<file path="config.mk">
export PLATFORM = sky130hd
export DESIGN_NAME = mesh_stencil_pattern_generator_flat
export DESIGN_NICKNAME = d
export VERILOG_FILES = /design/src/design/msp_pkg.sv /design/src/design/msp_ifs.sv /design/src/design/msp_front.sv /design/src/design/msp_queue.sv /design/src/design/msp_back.sv /design/src/design/mesh_stencil_pattern_generator.sv /design/src/flat_wrapper.sv
export SDC_FILE = /design/constraint.sdc
export NUM_CORES = 1
export LEC_CHECK = 0
export BUFFER_PORTS_ARGS = -buffer_cell sky130_fd_sc_hd__buf_2
export CELL_PAD_IN_SITES_DETAIL_PLACEMENT = 0
export CELL_PAD_IN_SITES_GLOBAL_PLACEMENT = 2
export CORE_ASPECT_RATIO = 0.9
export CORE_MARGIN = 8
export CORE_UTILIZATION = 40
export DETAILED_ROUTE_END_ITERATION = 10
export PLACE_DENSITY = 0.76
export SLEW_MARGIN = 5
export SYNTH_ARGS = -nofsm -noshare
export SYNTH_HDL_FRONTEND = slang
export SYNTH_SLANG_ARGS = --single-unit
</file>
<file path="constraint.sdc">
create_clock -name clk -period 5.1 [get_ports clk]
set_clock_uncertainty 0.2 [all_clocks]
set_input_delay 0.765 -clock clk [delete_from_list [all_inputs] [get_ports clk]]
set_output_delay 0.765 -clock clk [all_outputs]
set_load 0.005 [all_outputs]
</file>
<file path="src/design/msp_pkg.sv">
// ============================================================================
// Mesh stencil pattern package
// Widths, register indexes, result step codes and the queue entry type shared
// by the stencil pattern generator.
// ============================================================================
`default_nettype none

package msp_pkg;

	localparam int POS_W       = 6;
	localparam int SIZE_W      = 7;
	localparam int IDX_W       = 18;
	localparam int SXY_W       = 14;
	localparam int PY_W        = 13;
	localparam int PZ_W        = 20;
	localparam int NSTEP       = 13;
	localparam int CFG_IDX_W   = 2;
	localparam int CFG_DATA_W  = 7;
	localparam int DEF_MAX_DIM = 64;
	localparam int QUEUE_DEPTH = 4;

	localparam logic [SIZE_W-1:0] DEF_SIZE  = 7'd64;
	localparam logic              DEF_TETRA = 1'b0;

	localparam logic [CFG_IDX_W-1:0] REG_SIZE_X = 2'd0;
	localparam logic [CFG_IDX_W-1:0] REG_SIZE_Y = 2'd1;
	localparam logic [CFG_IDX_W-1:0] REG_SIZE_Z = 2'd2;
	localparam logic [CFG_IDX_W-1:0] REG_TETRA  = 2'd3;

	typedef enum logic [3:0] {
		STEP_DIAG  = 4'd0,
		STEP_XN_A  = 4'd1,
		STEP_XN_B  = 4'd2,
		STEP_YN_A  = 4'd3,
		STEP_YN_B  = 4'd4,
		STEP_ZN_A  = 4'd5,
		STEP_ZN_B  = 4'd6,
		STEP_XY_A  = 4'd7,
		STEP_XY_B  = 4'd8,
		STEP_XZ_A  = 4'd9,
		STEP_XZ_B  = 4'd10,
		STEP_YZ_A  = 4'd11,
		STEP_YZ_B  = 4'd12
	} step_t;

	typedef struct packed {
		logic [IDX_W-1:0] p;
		logic [SIZE_W-1:0] sx;
		logic [SXY_W-1:0] sxy;
		logic [NSTEP-1:0] mask;
		logic even;
		logic inv;
	} entry_t;

endpackage

`default_nettype wire

</file>
<file path="src/design/msp_ifs.sv">
// ============================================================================
// Mesh stencil pattern channels
// Valid/ready channels for grid points in and matrix entries out.
// ============================================================================
`default_nettype none

interface msp_point_if;
	import msp_pkg::*;

	logic valid;
	logic ready;
	logic [POS_W-1:0] pos_x;
	logic [POS_W-1:0] pos_y;
	logic [POS_W-1:0] pos_z;

	modport source (output valid, output pos_x, output pos_y, output pos_z, input ready);
	modport sink (input valid, input pos_x, input pos_y, input pos_z, output ready);
endinterface

interface msp_entry_if;
	import msp_pkg::*;

	logic valid;
	logic ready;
	logic [IDX_W-1:0] row_index;
	logic [IDX_W-1:0] col_index;
	logic last_entry;
	logic point_invalid;

	modport source (output valid, output row_index, output col_index,
		output last_entry, output point_invalid, input ready);
	modport sink (input valid, input row_index, input col_index,
		input last_entry, input point_invalid, output ready);
endinterface

`default_nettype wire

</file>
<file path="src/design/msp_front.sv">
// ============================================================================
// Mesh stencil pattern front end
// Holds the configuration, accepts grid points, checks bounds and builds the
// linear index and the set of entries each point produces.
// ============================================================================
`default_nettype none

module msp_front #(
	parameter int MAX_DIM = msp_pkg::DEF_MAX_DIM
) (
	input  logic clk,
	input  logic arst_n,
	input  logic cfg_we,
	input  logic [msp_pkg::CFG_IDX_W-1:0] cfg_idx,
	input  logic [msp_pkg::CFG_DATA_W-1:0] cfg_data,
	msp_point_if.sink pt,
	output msp_pkg::entry_t q_data,
	output logic q_valid,
	input  logic q_ready
);
	import msp_pkg::*;

	function automatic logic [SIZE_W-1:0] sat_size(input logic [SIZE_W-1:0] s);
		return (32'(s) > MAX_DIM) ? SIZE_W'(MAX_DIM) : s;
	endfunction

	logic [SIZE_W-1:0] size_x_q;
	logic [SIZE_W-1:0] size_y_q;
	logic [SIZE_W-1:0] size_z_q;
	logic tetra_q;
	logic [SXY_W-1:0] sxy_q;

	logic [SIZE_W-1:0] eff_x;
	logic [SIZE_W-1:0] eff_y;
	logic [SIZE_W-1:0] eff_z;

	logic v_s1;
	logic [POS_W-1:0] x_s1;
	logic [POS_W-1:0] y_s1;
	logic [POS_W-1:0] z_s1;

	logic v_s2;
	logic [POS_W-1:0] x_s2;
	logic [PY_W-1:0] py_s2;
	logic [IDX_W-1:0] pz_s2;
	logic [SIZE_W-1:0] sx_s2;
	logic [SXY_W-1:0] sxy_s2;
	logic [NSTEP-1:0] mask_s2;
	logic even_s2;
	logic inv_s2;

	logic s1_free;
	logic s2_free;
	logic inv;
	logic has_x;
	logic has_y;
	logic has_z;
	logic f_xy;
	logic f_xz;
	logic f_yz;
	logic [SIZE_W-1:0] xp1;
	logic [SIZE_W-1:0] yp1;
	logic [SIZE_W-1:0] zp1;
	logic [NSTEP-1:0] mask;
	logic [PZ_W-1:0] pz_full;

	always_ff @(posedge clk or negedge arst_n) begin
		if (!arst_n) begin
			size_x_q <= DEF_SIZE;
			size_y_q <= DEF_SIZE;
			size_z_q <= DEF_SIZE;
			tetra_q  <= DEF_TETRA;
		end else if (cfg_we) begin
			case (cfg_idx)
				REG_SIZE_X: size_x_q <= cfg_data;
				REG_SIZE_Y: size_y_q <= cfg_data;
				REG_SIZE_Z: size_z_q <= cfg_data;
				REG_TETRA:  tetra_q  <= cfg_data[0];
				default: ;
			endcase
		end
	end

	assign eff_x = sat_size(size_x_q);
	assign eff_y = sat_size(size_y_q);
	assign eff_z = sat_size(size_z_q);

	always_ff @(posedge clk or negedge arst_n) begin
		if (!arst_n) begin
			sxy_q <= '0;
		end else begin
			sxy_q <= SXY_W'(eff_x) * SXY_W'(eff_y);
		end
	end

	assign s2_free  = !v_s2 || q_ready;
	assign s1_free  = !v_s1 || s2_free;
	assign pt.ready = s1_free;

	always_ff @(posedge clk or negedge arst_n) begin
		if (!arst_n) begin
			v_s1 <= 1'b0;
		end else if (s1_free) begin
			v_s1 <= pt.valid;
		end
	end

	always_ff @(posedge clk) begin
		if (pt.valid && s1_free) begin
			x_s1 <= pt.pos_x;
			y_s1 <= pt.pos_y;
			z_s1 <= pt.pos_z;
		end
	end

	always_comb begin
		inv   = (SIZE_W'(x_s1) >= eff_x) || (SIZE_W'(y_s1) >= eff_y) ||
			(SIZE_W'(z_s1) >= eff_z);
		xp1   = SIZE_W'(x_s1) + SIZE_W'(1);
		yp1   = SIZE_W'(y_s1) + SIZE_W'(1);
		zp1   = SIZE_W'(z_s1) + SIZE_W'(1);
		has_x = x_s1 != '0;
		has_y = y_s1 != '0;
		has_z = z_s1 != '0;
		f_xy  = tetra_q && (xp1 < eff_x) && (yp1 < eff_y);
		f_xz  = tetra_q && (xp1 < eff_x) && (zp1 < eff_z);
		f_yz  = tetra_q && (yp1 < eff_y) && (zp1 < eff_z);
		if (inv) begin
			mask = NSTEP'(1);
		end else begin
			mask = {f_yz, f_yz, f_xz, f_xz, f_xy, f_xy,
				has_z, has_z, has_y, has_y, has_x, has_x, 1'b1};
		end
		pz_full = PZ_W'(sxy_q) * PZ_W'(z_s1);
	end

	always_ff @(posedge clk or negedge arst_n) begin
		if (!arst_n) begin
			v_s2 <= 1'b0;
		end else if (s2_free) begin
			v_s2 <= v_s1;
		end
	end

	always_ff @(posedge clk) begin
		if (v_s1 && s2_free) begin
			x_s2    <= x_s1;
			py_s2   <= PY_W'(eff_x) * PY_W'(y_s1);
			pz_s2   <= pz_full[IDX_W-1:0];
			sx_s2   <= eff_x;
			sxy_s2  <= sxy_q;
			mask_s2 <= mask;
			even_s2 <= ~(x_s1[0] ^ y_s1[0] ^ z_s1[0]);
			inv_s2  <= inv;
		end
	end

	always_comb begin
		q_data.p    = IDX_W'(x_s2) + IDX_W'(py_s2) + pz_s2;
		q_data.sx   = sx_s2;
		q_data.sxy  = sxy_s2;
		q_data.mask = mask_s2;
		q_data.even = even_s2;
		q_data.inv  = inv_s2;
	end

	assign q_valid = v_s2;

endmodule

`default_nettype wire

</file>
<file path="src/design/msp_queue.sv">
// ============================================================================
// Mesh stencil pattern queue
// Short first-in first-out queue of classified points between the front end
// and the entry sequencer.
// ============================================================================
`default_nettype none

module msp_queue (
	input  logic clk,
	input  logic arst_n,
	input  msp_pkg::entry_t push_data,
	input  logic push_valid,
	output logic push_ready,
	output msp_pkg::entry_t pop_data,
	output logic pop_valid,
	input  logic pop_ready
);
	import msp_pkg::*;

	localparam int PTR_W = (QUEUE_DEPTH > 1) ? $clog2(QUEUE_DEPTH) : 1;
	localparam int CNT_W = $clog2(QUEUE_DEPTH + 1);

	entry_t mem_q [QUEUE_DEPTH];
	logic [PTR_W-1:0] wr_ptr_q;
	logic [PTR_W-1:0] rd_ptr_q;
	logic [CNT_W-1:0] count_q;
	logic push;
	logic pop;

	assign push_ready = count_q != CNT_W'(QUEUE_DEPTH);
	assign pop_valid  = count_q != '0;
	assign push       = push_valid && push_ready;
	assign pop        = pop_valid && pop_ready;
	assign pop_data   = mem_q[rd_ptr_q];

	always_ff @(posedge clk) begin
		if (push) begin
			mem_q[wr_ptr_q] <= push_data;
		end
	end

	always_ff @(posedge clk or negedge arst_n) begin
		if (!arst_n) begin
			wr_ptr_q <= '0;
			rd_ptr_q <= '0;
			count_q  <= '0;
		end else begin
			if (push) begin
				wr_ptr_q <= (wr_ptr_q == PTR_W'(QUEUE_DEPTH - 1)) ? '0 : wr_ptr_q + PTR_W'(1);
			end
			if (pop) begin
				rd_ptr_q <= (rd_ptr_q == PTR_W'(QUEUE_DEPTH - 1)) ? '0 : rd_ptr_q + PTR_W'(1);
			end
			if (push && !pop) begin
				count_q <= count_q + CNT_W'(1);
			end else if (pop && !push) begin
				count_q <= count_q - CNT_W'(1);
			end
		end
	end

endmodule

`default_nettype wire

</file>
<file path="src/design/msp_back.sv">
// ============================================================================
// Mesh stencil pattern entry sequencer
// Walks the entry set of one point and produces one matrix coordinate pair per
// cycle into the output register, unless the output is held by back-pressure.
// ============================================================================
`default_nettype none

module msp_back (
	input  logic clk,
	input  logic arst_n,
	input  msp_pkg::entry_t q_data,
	input  logic q_valid,
	output logic q_ready,
	msp_entry_if.source ent
);
	import msp_pkg::*;

	entry_t cur_q;
	logic busy_q;
	logic [NSTEP-1:0] rem_q;

	logic ov_q;
	logic [IDX_W-1:0] row_q;
	logic [IDX_W-1:0] col_q;
	logic last_q;
	logic inv_q;

	logic emit;
	logic last;
	logic take;
	logic [NSTEP-1:0] rem_nx;
	step_t step;
	logic [IDX_W-1:0] sx_w;
	logic [IDX_W-1:0] sxy_w;
	logic [IDX_W-1:0] off_r;
	logic [IDX_W-1:0] off_c;
	logic [IDX_W-1:0] diag_a;
	logic [IDX_W-1:0] diag_b;

	assign emit    = busy_q && (!ov_q || ent.ready);
	assign rem_nx  = rem_q & (rem_q - NSTEP'(1));
	assign last    = rem_nx == '0;
	assign q_ready = !busy_q || (emit && last);
	assign take    = q_valid && q_ready;

	always_comb begin
		step = STEP_DIAG;
		for (int i = NSTEP - 1; i >= 0; i--) begin
			if (rem_q[i]) begin
				step = step_t'(i);
			end
		end
	end

	always_comb begin
		sx_w  = IDX_W'(cur_q.sx);
		sxy_w = IDX_W'(cur_q.sxy);
		diag_a = cur_q.even ? '0 : IDX_W'(1);
		diag_b = '0;
		case (step)
			STEP_XY_A, STEP_XY_B: diag_b = cur_q.even ? sx_w + IDX_W'(1) : sx_w;
			STEP_XZ_A, STEP_XZ_B: diag_b = cur_q.even ? sxy_w + IDX_W'(1) : sxy_w;
			STEP_YZ_A, STEP_YZ_B: begin
				diag_a = cur_q.even ? '0 : sx_w;
				diag_b = cur_q.even ? sx_w + sxy_w : sxy_w;
			end
			default: ;
		endcase
		off_r = '0;
		off_c = '0;
		case (step)
			STEP_DIAG: ;
			STEP_XN_A: off_c = '1;
			STEP_XN_B: off_r = '1;
			STEP_YN_A: off_c = IDX_W'(0) - sx_w;
			STEP_YN_B: off_r = IDX_W'(0) - sx_w;
			STEP_ZN_A: off_c = IDX_W'(0) - sxy_w;
			STEP_ZN_B: off_r = IDX_W'(0) - sxy_w;
			STEP_XY_A, STEP_XZ_A, STEP_YZ_A: begin
				off_r = diag_a;
				off_c = diag_b;
			end
			STEP_XY_B, STEP_XZ_B, STEP_YZ_B: begin
				off_r = diag_b;
				off_c = diag_a;
			end
			default: ;
		endcase
	end

	always_ff @(posedge clk or negedge arst_n) begin
		if (!arst_n) begin
			busy_q <= 1'b0;
			rem_q  <= '0;
		end else if (take) begin
			busy_q <= 1'b1;
			rem_q  <= q_data.mask;
		end else if (emit) begin
			busy_q <= !last;
			rem_q  <= rem_nx;
		end
	end

	always_ff @(posedge clk) begin
		if (take) begin
			cur_q <= q_data;
		end
	end

	always_ff @(posedge clk or negedge arst_n) begin
		if (!arst_n) begin
			ov_q <= 1'b0;
		end else if (emit) begin
			ov_q <= 1'b1;
		end else if (ent.ready) begin
			ov_q <= 1'b0;
		end
	end

	always_ff @(posedge clk) begin
		if (emit) begin
			row_q  <= cur_q.inv ? '0 : cur_q.p + off_r;
			col_q  <= cur_q.inv ? '0 : cur_q.p + off_c;
			last_q <= last;
			inv_q  <= cur_q.inv;
		end
	end

	assign ent.valid         = ov_q;
	assign ent.row_index     = row_q;
	assign ent.col_index     = col_q;
	assign ent.last_entry    = last_q;
	assign ent.point_invalid = inv_q;

endmodule

`default_nettype wire

</file>
<file path="src/design/mesh_stencil_pattern_generator.sv">
// ============================================================================
// Mesh stencil pattern generator
// Produces the nonzero coordinates that one grid point adds to the incidence
// matrix of a box mesh, with optional tetrahedral face diagonals.
// ============================================================================
// Each accepted grid point yields between 1 and 13 matrix entries: the entry
// sequencer emits one coordinate pair per cycle while the output is not held
// by back-pressure, and it sets the throughput. A point outside the configured
// sizes yields a single entry flagged invalid. The front end registers each
// point in its s1 and s2 stages, and a four-deep queue lets it keep accepting
// points while the sequencer is still working through earlier ones. Sizes
// must be written through the configuration port only while no transaction
// is in flight; the user is bound to this, the block does not enforce it.
`default_nettype none

module mesh_stencil_pattern_generator #(
	parameter int MAX_DIM = msp_pkg::DEF_MAX_DIM
) (
	input  logic clk,
	input  logic arst_n,
	input  logic cfg_we,
	input  logic [msp_pkg::CFG_IDX_W-1:0] cfg_idx,
	input  logic [msp_pkg::CFG_DATA_W-1:0] cfg_data,
	msp_point_if.sink pt,
	msp_entry_if.source ent
);
	import msp_pkg::*;

	entry_t f_data;
	logic f_valid;
	logic f_ready;
	entry_t b_data;
	logic b_valid;
	logic b_ready;

	msp_front #(
		.MAX_DIM(MAX_DIM)
	) u_front (
		.clk(clk),
		.arst_n(arst_n),
		.cfg_we(cfg_we),
		.cfg_idx(cfg_idx),
		.cfg_data(cfg_data),
		.pt(pt),
		.q_data(f_data),
		.q_valid(f_valid),
		.q_ready(f_ready)
	);

	msp_queue u_queue (
		.clk(clk),
		.arst_n(arst_n),
		.push_data(f_data),
		.push_valid(f_valid),
		.push_ready(f_ready),
		.pop_data(b_data),
		.pop_valid(b_valid),
		.pop_ready(b_ready)
	);

	msp_back u_back (
		.clk(clk),
		.arst_n(arst_n),
		.q_data(b_data),
		.q_valid(b_valid),
		.q_ready(b_ready),
		.ent(ent)
	);

	a_invalid_alone: assert property (@(posedge clk) disable iff (!arst_n)
		ent.valid && ent.point_invalid |->
			ent.last_entry && ent.row_index == '0 && ent.col_index == '0)
		else $error("Invalid point result is not a lone zero entry.");

	a_no_gap: assert property (@(posedge clk) disable iff (!arst_n)
		ent.valid && ent.ready && !ent.last_entry |=> ent.valid)
		else $error("Entry sequence of a point has a gap.");

	a_queue_fill: assert property (@(posedge clk) disable iff (!arst_n)
		f_valid && f_ready |=> b_valid)
		else $error("Queue empty right after a push.");

endmodule

`default_nettype wire
</file>
<file path="src/flat_wrapper.sv">
// flat-port wrapper written by rule: the top's interface ports become plain ports
module mesh_stencil_pattern_generator_flat import msp_pkg::*;
#(
	parameter int MAX_DIM = msp_pkg::DEF_MAX_DIM
)
  (clk, arst_n, cfg_we, cfg_idx, cfg_data, pt_valid, pt_pos_x, pt_pos_y, pt_pos_z, pt_ready, ent_valid, ent_row_index, ent_col_index, ent_last_entry, ent_point_invalid, ent_ready);
  msp_point_if pt_i ();
  msp_entry_if ent_i ();
  input  logic clk;
  input  logic arst_n;
  input  logic cfg_we;
  input  logic [msp_pkg::CFG_IDX_W-1:0] cfg_idx;
  input  logic [msp_pkg::CFG_DATA_W-1:0] cfg_data;
  input wire logic [$bits(pt_i.valid)-1:0] pt_valid;
  input wire logic [$bits(pt_i.pos_x)-1:0] pt_pos_x;
  input wire logic [$bits(pt_i.pos_y)-1:0] pt_pos_y;
  input wire logic [$bits(pt_i.pos_z)-1:0] pt_pos_z;
  output wire logic [$bits(pt_i.ready)-1:0] pt_ready;
  output wire logic [$bits(ent_i.valid)-1:0] ent_valid;
  output wire logic [$bits(ent_i.row_index)-1:0] ent_row_index;
  output wire logic [$bits(ent_i.col_index)-1:0] ent_col_index;
  output wire logic [$bits(ent_i.last_entry)-1:0] ent_last_entry;
  output wire logic [$bits(ent_i.point_invalid)-1:0] ent_point_invalid;
  input wire logic [$bits(ent_i.ready)-1:0] ent_ready;
  assign pt_i.valid = pt_valid;
  assign pt_i.pos_x = pt_pos_x;
  assign pt_i.pos_y = pt_pos_y;
  assign pt_i.pos_z = pt_pos_z;
  assign pt_ready = pt_i.ready;
  assign ent_valid = ent_i.valid;
  assign ent_row_index = ent_i.row_index;
  assign ent_col_index = ent_i.col_index;
  assign ent_last_entry = ent_i.last_entry;
  assign ent_point_invalid = ent_i.point_invalid;
  assign ent_i.ready = ent_ready;
  mesh_stencil_pattern_generator #(.MAX_DIM(MAX_DIM)) u_core (.clk(clk), .arst_n(arst_n), .cfg_we(cfg_we), .cfg_idx(cfg_idx), .cfg_data(cfg_data), .pt(pt_i), .ent(ent_i));
endmodule
</file>
Word level (Yosys, flattened, before mapping)
Memory sizes are Yosys's and may differ from the RTL's.
Index checks and enable logic that the tools add are counted.

cells by class
  reductions and logical operators = 44
  mux-type cells = 37
  eq/ne operators = 18
  add/subtract/negate cells = 17
  bitwise gates (word level) = 4
  $lt $le $gt $ge = 9
  multipliers = 3

operators by type and width
  kind                     number
  $pmux W18 S5             2
  $mux W4                  13
  $pmux W15 S3             1
  $add A18 B18 Y18         2
  $mux W7                  5
  $mux W15                 2
  $mux W13                 2
  $add A6 B1 Y7 const B    3
  $ge A6 B7 Y1             3
  $gt A7 B7 Y1 const B     3
  $lt A7 B7 Y1             3
  $eq A4 B4 Y1 const B     5
  $add A14 B18 Y18         1
  $mul A14 B6 Y18          1
  $reduce_bool A6 Y1       3
  $eq A4 B3 Y1 const B     4
  $add A14 B1 Y15 const B  1
  $add A7 B14 Y15          1
  $sub A1 B14 Y15 const A  1
  $add A6 B13 Y14          1
  $mul A7 B7 Y14           1
  $and A13 B13 Y13         1
  $logic_and A1 B1 Y1      13
  $logic_not A13 Y1        1
  other kinds (26)         59

storage, ports and cells
  bits in registers = 229
  memories kept = 1
  logic and storage cells = 167
  memory bits (writable) = 216
  input bits = 32
  output and inout bits = 40

memory list
  memory                depth  bits a word  read ports  clocked after Yosys merged registers in  write ports  RTL line         source
  u_core.u_queue.mem_q  4      54           1           0                                        1            msp_queue.sv:23  entry_t mem_q [QUEUE_DEPTH];

Longest topological paths before layout
  depth after elaboration = 18
  gate-level depth with buffers = 22
  gate-level depth less buffers = 20

By module
A second synthesis with hierarchy kept.

unflattened totals
  cells, all modules = 2,170
  area total of the unflattened synthesis = 26,426.6 um^2

modules (own cells, without submodules)
  module     sequential area each (um^2)  cells an instance  area an instance (um^2)  instances
  msp_front  3,477.1                      1,067              11,056.9                 1
  msp_queue  6,661.4                      319                8,225.4                  1
  msp_back   2,747.6                      784                7,144.4                  1

Least setup slack after synthesis
OpenSTA, ideal clock, no wires.

  kind = register -> register
  start point = register u_core.u_back.rem_q[3]
  end point = register u_core.u_back.col_q[16] (netlist: u_core.u_back.ent.col_index[16]) (data pin)
  setup slack = 0.064 ns
  data arrival time = 4.575 ns
  buffers on the path = 3
  required time = 4.639 ns
  cell stages (with the launch flop) = 21
  cells stage by stage = dfrtp_1 -> buf_6 -> or4_4 -> buf_6 -> nor2_2 -> nand2_2 -> o31ai_4 -> buf_2 -> o21ai_0 -> a222oi_1 -> o21ai_0 -> ha_1 -> inv_1 -> fa_1 -> nor2b_1 -> o31a_1 -> o21a_1 -> o311a_1 -> o41ai_1 -> o21ai_0 -> a311o_1

on the way
  word-level cells in the longest chain between the ends = 9
  elaborated cells on any way between the ends = 22
  those cells by class = add/sub: 1; eq/ne: 9; mux: 7; reduce/logical: 5

RTL lines
  what                                          RTL line                        source
  start, declared                               msp_back.sv:20                  logic [NSTEP-1:0] rem_q;
  start signal, assigned                        msp_back.sv:97                  rem_q <= q_data.mask;
  start signal, assigned                        msp_back.sv:100                 rem_q <= rem_nx;
  $mux W4 (*) (4 in series)                     msp_back.sv:49                  if (rem_q[i]) begin
  $eq A4 B4 Y1 or $eq A4 B3 Y1 (tied branches)  msp_back.sv:60, msp_back.sv:71
  $reduce_or A2 Y1                              msp_back.sv:60                  case (step)
  $pmux W15 S3 or $mux W7 (tied branches)       msp_back.sv:60
  $pmux W18 S5 (*)                              msp_back.sv:71                  case (step)
  $add A18 B18 Y18 (*)                          msp_back.sv:123                 col_q <= cur_q.inv ? '0 : cur_q.p + off_c;
  end signal, assigned                          msp_back.sv:123
  end, declared                                 msp_back.sv:24                  logic [IDX_W-1:0] col_q;

Mark *: on every way between the ends. The rest lies on a longest branch, timed or not.
A chain may end at the register's enable or synchronous reset.

Worst setup path after layout
  start point = register u_core.u_back.cur_q[15] (netlist bit)
  end point = register u_core.u_back.col_q[16] (netlist: u_core.u_back.ent.col_index[16]) (data pin)

on the way
  word-level cells in the longest chain between the ends = 5
  elaborated cells on any way between the ends = 8
  those cells by class = add/sub: 4; mux: 4

RTL lines
  what                                                RTL line                        source
  start, declared                                     msp_back.sv:18                  entry_t cur_q;
  start signal, assigned                              msp_back.sv:106                 cur_q <= q_data;
  $add A7 B14 Y15 or $add A14 B1 Y15 (tied branches)  msp_back.sv:65, msp_back.sv:62
  $mux W15, on equally long branches                  msp_back.sv:65, msp_back.sv:62
  $pmux W15 S3                                        msp_back.sv:60
  $pmux W18 S5 (*)                                    msp_back.sv:71
  $add A18 B18 Y18 (*)                                msp_back.sv:123

Marks and branches as above.

==> summary.md <==
| Metric | Value |
|---|---|
| Die W | 280 um |
| # diodes | 0 |
| Register-to-Register Path Depth | 18 |
| Status | complete, no violations |
| DRT iter0 DRCs | 784 |
| Standard-cell row count | 87 |
| Slew Viols, Final | 0 |
| Syn_area_per_cell | 12.0 um2 |
| Synthesis Warnings | 0 |
| Post-DP HPWL | 45600 um |
| Count leader, synth | edfxtp_1 |
| CTS sink count | 411 |
| Post-Syn Area | 0.0250 mm2 |
| Total gr overflow | 0 |
| Share of the synthesized area in the top cell type | 42.1% |
| Post-synth ARST share | 14.6% |
| Hold Fails Final Rpt | 0 |
| IO Port Bufs | 71 |
| Filler cell count | 5719 |
| Antenna violations before repair | 0 |
| CTS tree | yes |
| Number of global-route vias before repair | 16762 |
| Critical Path AT | 5.11 ns |
| R2r endpoint | u_core.u_back.ent.col_index[16]$_SDFFCE_PP0P_ |
| Final ANT Viol Nets | 0 |
| Layout cells sized above 1 | 18.6% |
| Worst Path Max Fanout | 3 |
| Root Driver | clkbuf_16 |
| Seq cells post-synth | 411 |
| Core area | 0.0623 mm2 |
| Top FF cell, synth | edfxtp_1 |
| Mapped Nets | 2414 |
| Fin crit share | 97.9% |
| DP Area | 0.0274 mm2 |
| Path category of the worst min-delay check | in -> reg |
| Setup Viol. Count Final | 0 |
| Worst Setup Start Kind | register |
| Max Freq | 0.200 GHz |
| Worst Setup EP | u_core.u_back.ent.col_index[16]$_SDFFCE_PP0P_ |
| Layout area overhead | 16.2% |
| Top cells by count, synth | edfxtp_1, nand2_1, ha_1 |
| H-Tree Depth | 2 |
| Crit end category | register |
| DRC violations left | 0 |
| Dominant cells by area after synthesis | edfxtp_1, ha_1, fa_1 |
| Cells after Synth | 2085 |
| Synth unique cells | 83 |
| R2R Setup Slk | 0.11 ns |
| Total track usage | 16.4% |
| Worst-path clk slew | 0.08 ns |
| Worst-Margin Slew | 1.23 ns |
| Setup crit start | u_core.u_back.cur_q[15]$_DFFE_PP_ |
| Max cap viols | 0 |
| Seq/Total Area, Yosys | 48.1% |
| Slew HR | 17.7% |
| Crit path required time | 5.21 ns |
| Total Die Area | 0.0708 mm2 |
| Final layout net count | 2633 |
| Gp weighted congestion | 0.857 |
| # IOs | 72 |
| Min Tclk post-route | 4.99 ns |
| First-pass DRT Iterations | 5 |
| Clk_lat worst skew | 0.57 ns |
| Worst hold slack | 0.172 ns |
| Multi-input gate area | 0.0122 mm2 |
| DR vias | 16415 |
| Largest net degree at the start of global routing | 67 |
| Starting Density | 40.2% |
| Worst reg2reg path startpoint | u_core.u_back.cur_q[15]$_DFFE_PP_ |
| Wire per inst | 18.5 um |
| Routed wire length | 58900 um |
| Finished Cell Area | 0.0291 mm2 |
| Crit path kind | reg -> reg |
| Number of synthesized flops with an enable pin | 351 |
| Vias per cell | 5.16 |
| Num CTS Buffers | 45 |
| Cell taking the most area after synthesis | edfxtp_1 |
| CTS Buffer Depth | 3 |
| First-pass GRT wire length | 92100 um |
| Core Util, Final | 46.7% |
| Die H | 253 um |
| FF/Latch Area | 0.0120 mm2 |
| RSZ-0062 raised after global routing | true |
cell type report:
cell class	instances	share of cell area [%]
well taps	845	3.64
inverters	171	2.22
flip-flops and latches	411	41.5
clock buffers	52	4.04
multi-input cells	1436	41.9
clock inverters	30	1.19
repair buffers	239	5.57
critical path: stages (launching register included):
cell and delay, ns:
edfxtp_1 0.41, ha_2 0.21, fa_2 0.38, a21o_1 0.18
a21oi_2 0.14, o21bai_1 0.08, a21oi_1 0.15, xnor2_1 0.10
mux2_4 0.26, a222oi_1 0.47, buf_4 0.20, o21ai_2 0.05
ha_1 0.33, a211o_1 0.30, o21a_1 0.22, o311a_4 0.39
o41ai_4 0.26, o21ai_2 0.14, a311o_1 0.28
worst min-delay path by stage:
stage / depth (start not counted) / end / slack, ns / startpoint
CTS: 1 / u_core.u_front.y_s1[0]$_DFFE_PP_ / 0.12 / pt_pos_y[0]
floorplan: 1 / u_core.u_front.q_valid$_DFFE_PN0P_ / 0.25 / u_core.u_front.v_s1$_DFFE_PN0N_
detailed placement: 0 / u_core.u_queue.mem_q[1][32]$_DFFE_PP_ / 0.28 / u_core.u_front.sx_s2[4]$_DFFE_PP_
finish: 1 / u_core.u_front.z_s1[5]$_DFFE_PP_ / 0.17 / pt_pos_z[5]
global route: 1 / u_core.u_front.x_s1[3]$_DFFE_PP_ / 0.13 / pt_pos_x[3]
global placement: 0 / u_core.u_queue.mem_q[2][32]$_DFFE_PP_ / 0.26 / u_core.u_front.sx_s2[4]$_DFFE_PP_
sequential cells by signal (all words and copies together) (netlist names), 2 cells and up:
register / count
u_core.u_queue.wr_ptr_q: 2
u_core.u_front.sxy_q: 14
u_core.u_front.sxy_s2: 14
u_core.u_front.py_s2: 13
u_core.u_queue.count_q: 3
u_core.u_back.ent.row_index: 18
u_core.u_front.x_s2: 6
u_core.u_front.mask_s2: 6
u_core.u_front.x_s1: 6
u_core.u_back.ent.col_index: 18
u_core.u_front.sx_s2: 7
u_core.u_front.pz_s2: 18
u_core.u_back.rem_q: 13
u_core.u_queue.rd_ptr_q: 2
u_core.u_front.y_s1: 6
u_core.u_front.size_z_q: 7
u_core.u_back.cur_q: 41
u_core.u_front.size_x_q: 7
u_core.u_front.z_s1: 6
u_core.u_front.size_y_q: 7
u_core.u_queue.mem_q: 188
metal layers:
layer	track usage [%]	part of all wire [%]	vias up
met5	0	0	-
li1	-	-	7922
met3	2.15	3.2	66
met2	28.4	50	253
met4	5.51	2.5	0
met1	21.1	45	8174
cells by family after synthesis:
logic type      synth area share [%]
fa+ha+maj                       18.1
mux                             5.55
compound gates                  9.27
xor+xnor                        4.23
flops                           48.1
buf+inv                         3.68
simple gates                    11.1
placed cells by master (no fill, tap or decap), drive strengths merged, types with 29 or more instances in the layout:
cell type and count:
nor2b 29, xor2 34, o21ai 91, nor2 143, xnor2 84, a21oi 100, buf 238, nand3 33
clkbuf 52, nor3 40, mux4 47, edfxtp 351, ha 193, dfrtp 57, inv 170, fa 104
and2 40, nand2 203
repair_timing:
| item | in CTS | in global routing |
|---|---|---|
| hold endpoints to repair | 16 | 0 |
| gates resized for setup | 10 | 17 |
| gates cloned | 0 | 0 |
| pin swaps | 5 | 17 |
| setup buffers | 2 | 6 |
| setup endpoints to repair | 5 | 15 |
| hold buffers | 1 | 0 |
per-stage QoR:
stage	setup slack (ns)	std cells	TNS, ns
global placement	-0.219	3093	-0.553
finish	0.105	3184	0
floorplan	0.0643	2085	0
detailed placement	-0.391	3093	-1.22
global route	-0.0816	3184	-0.219
CTS	0.0241	3178	0
Power is left out: the tool's default activity adds up to more than one toggle a clock period on the data nets, which glitch-free logic cannot reach.
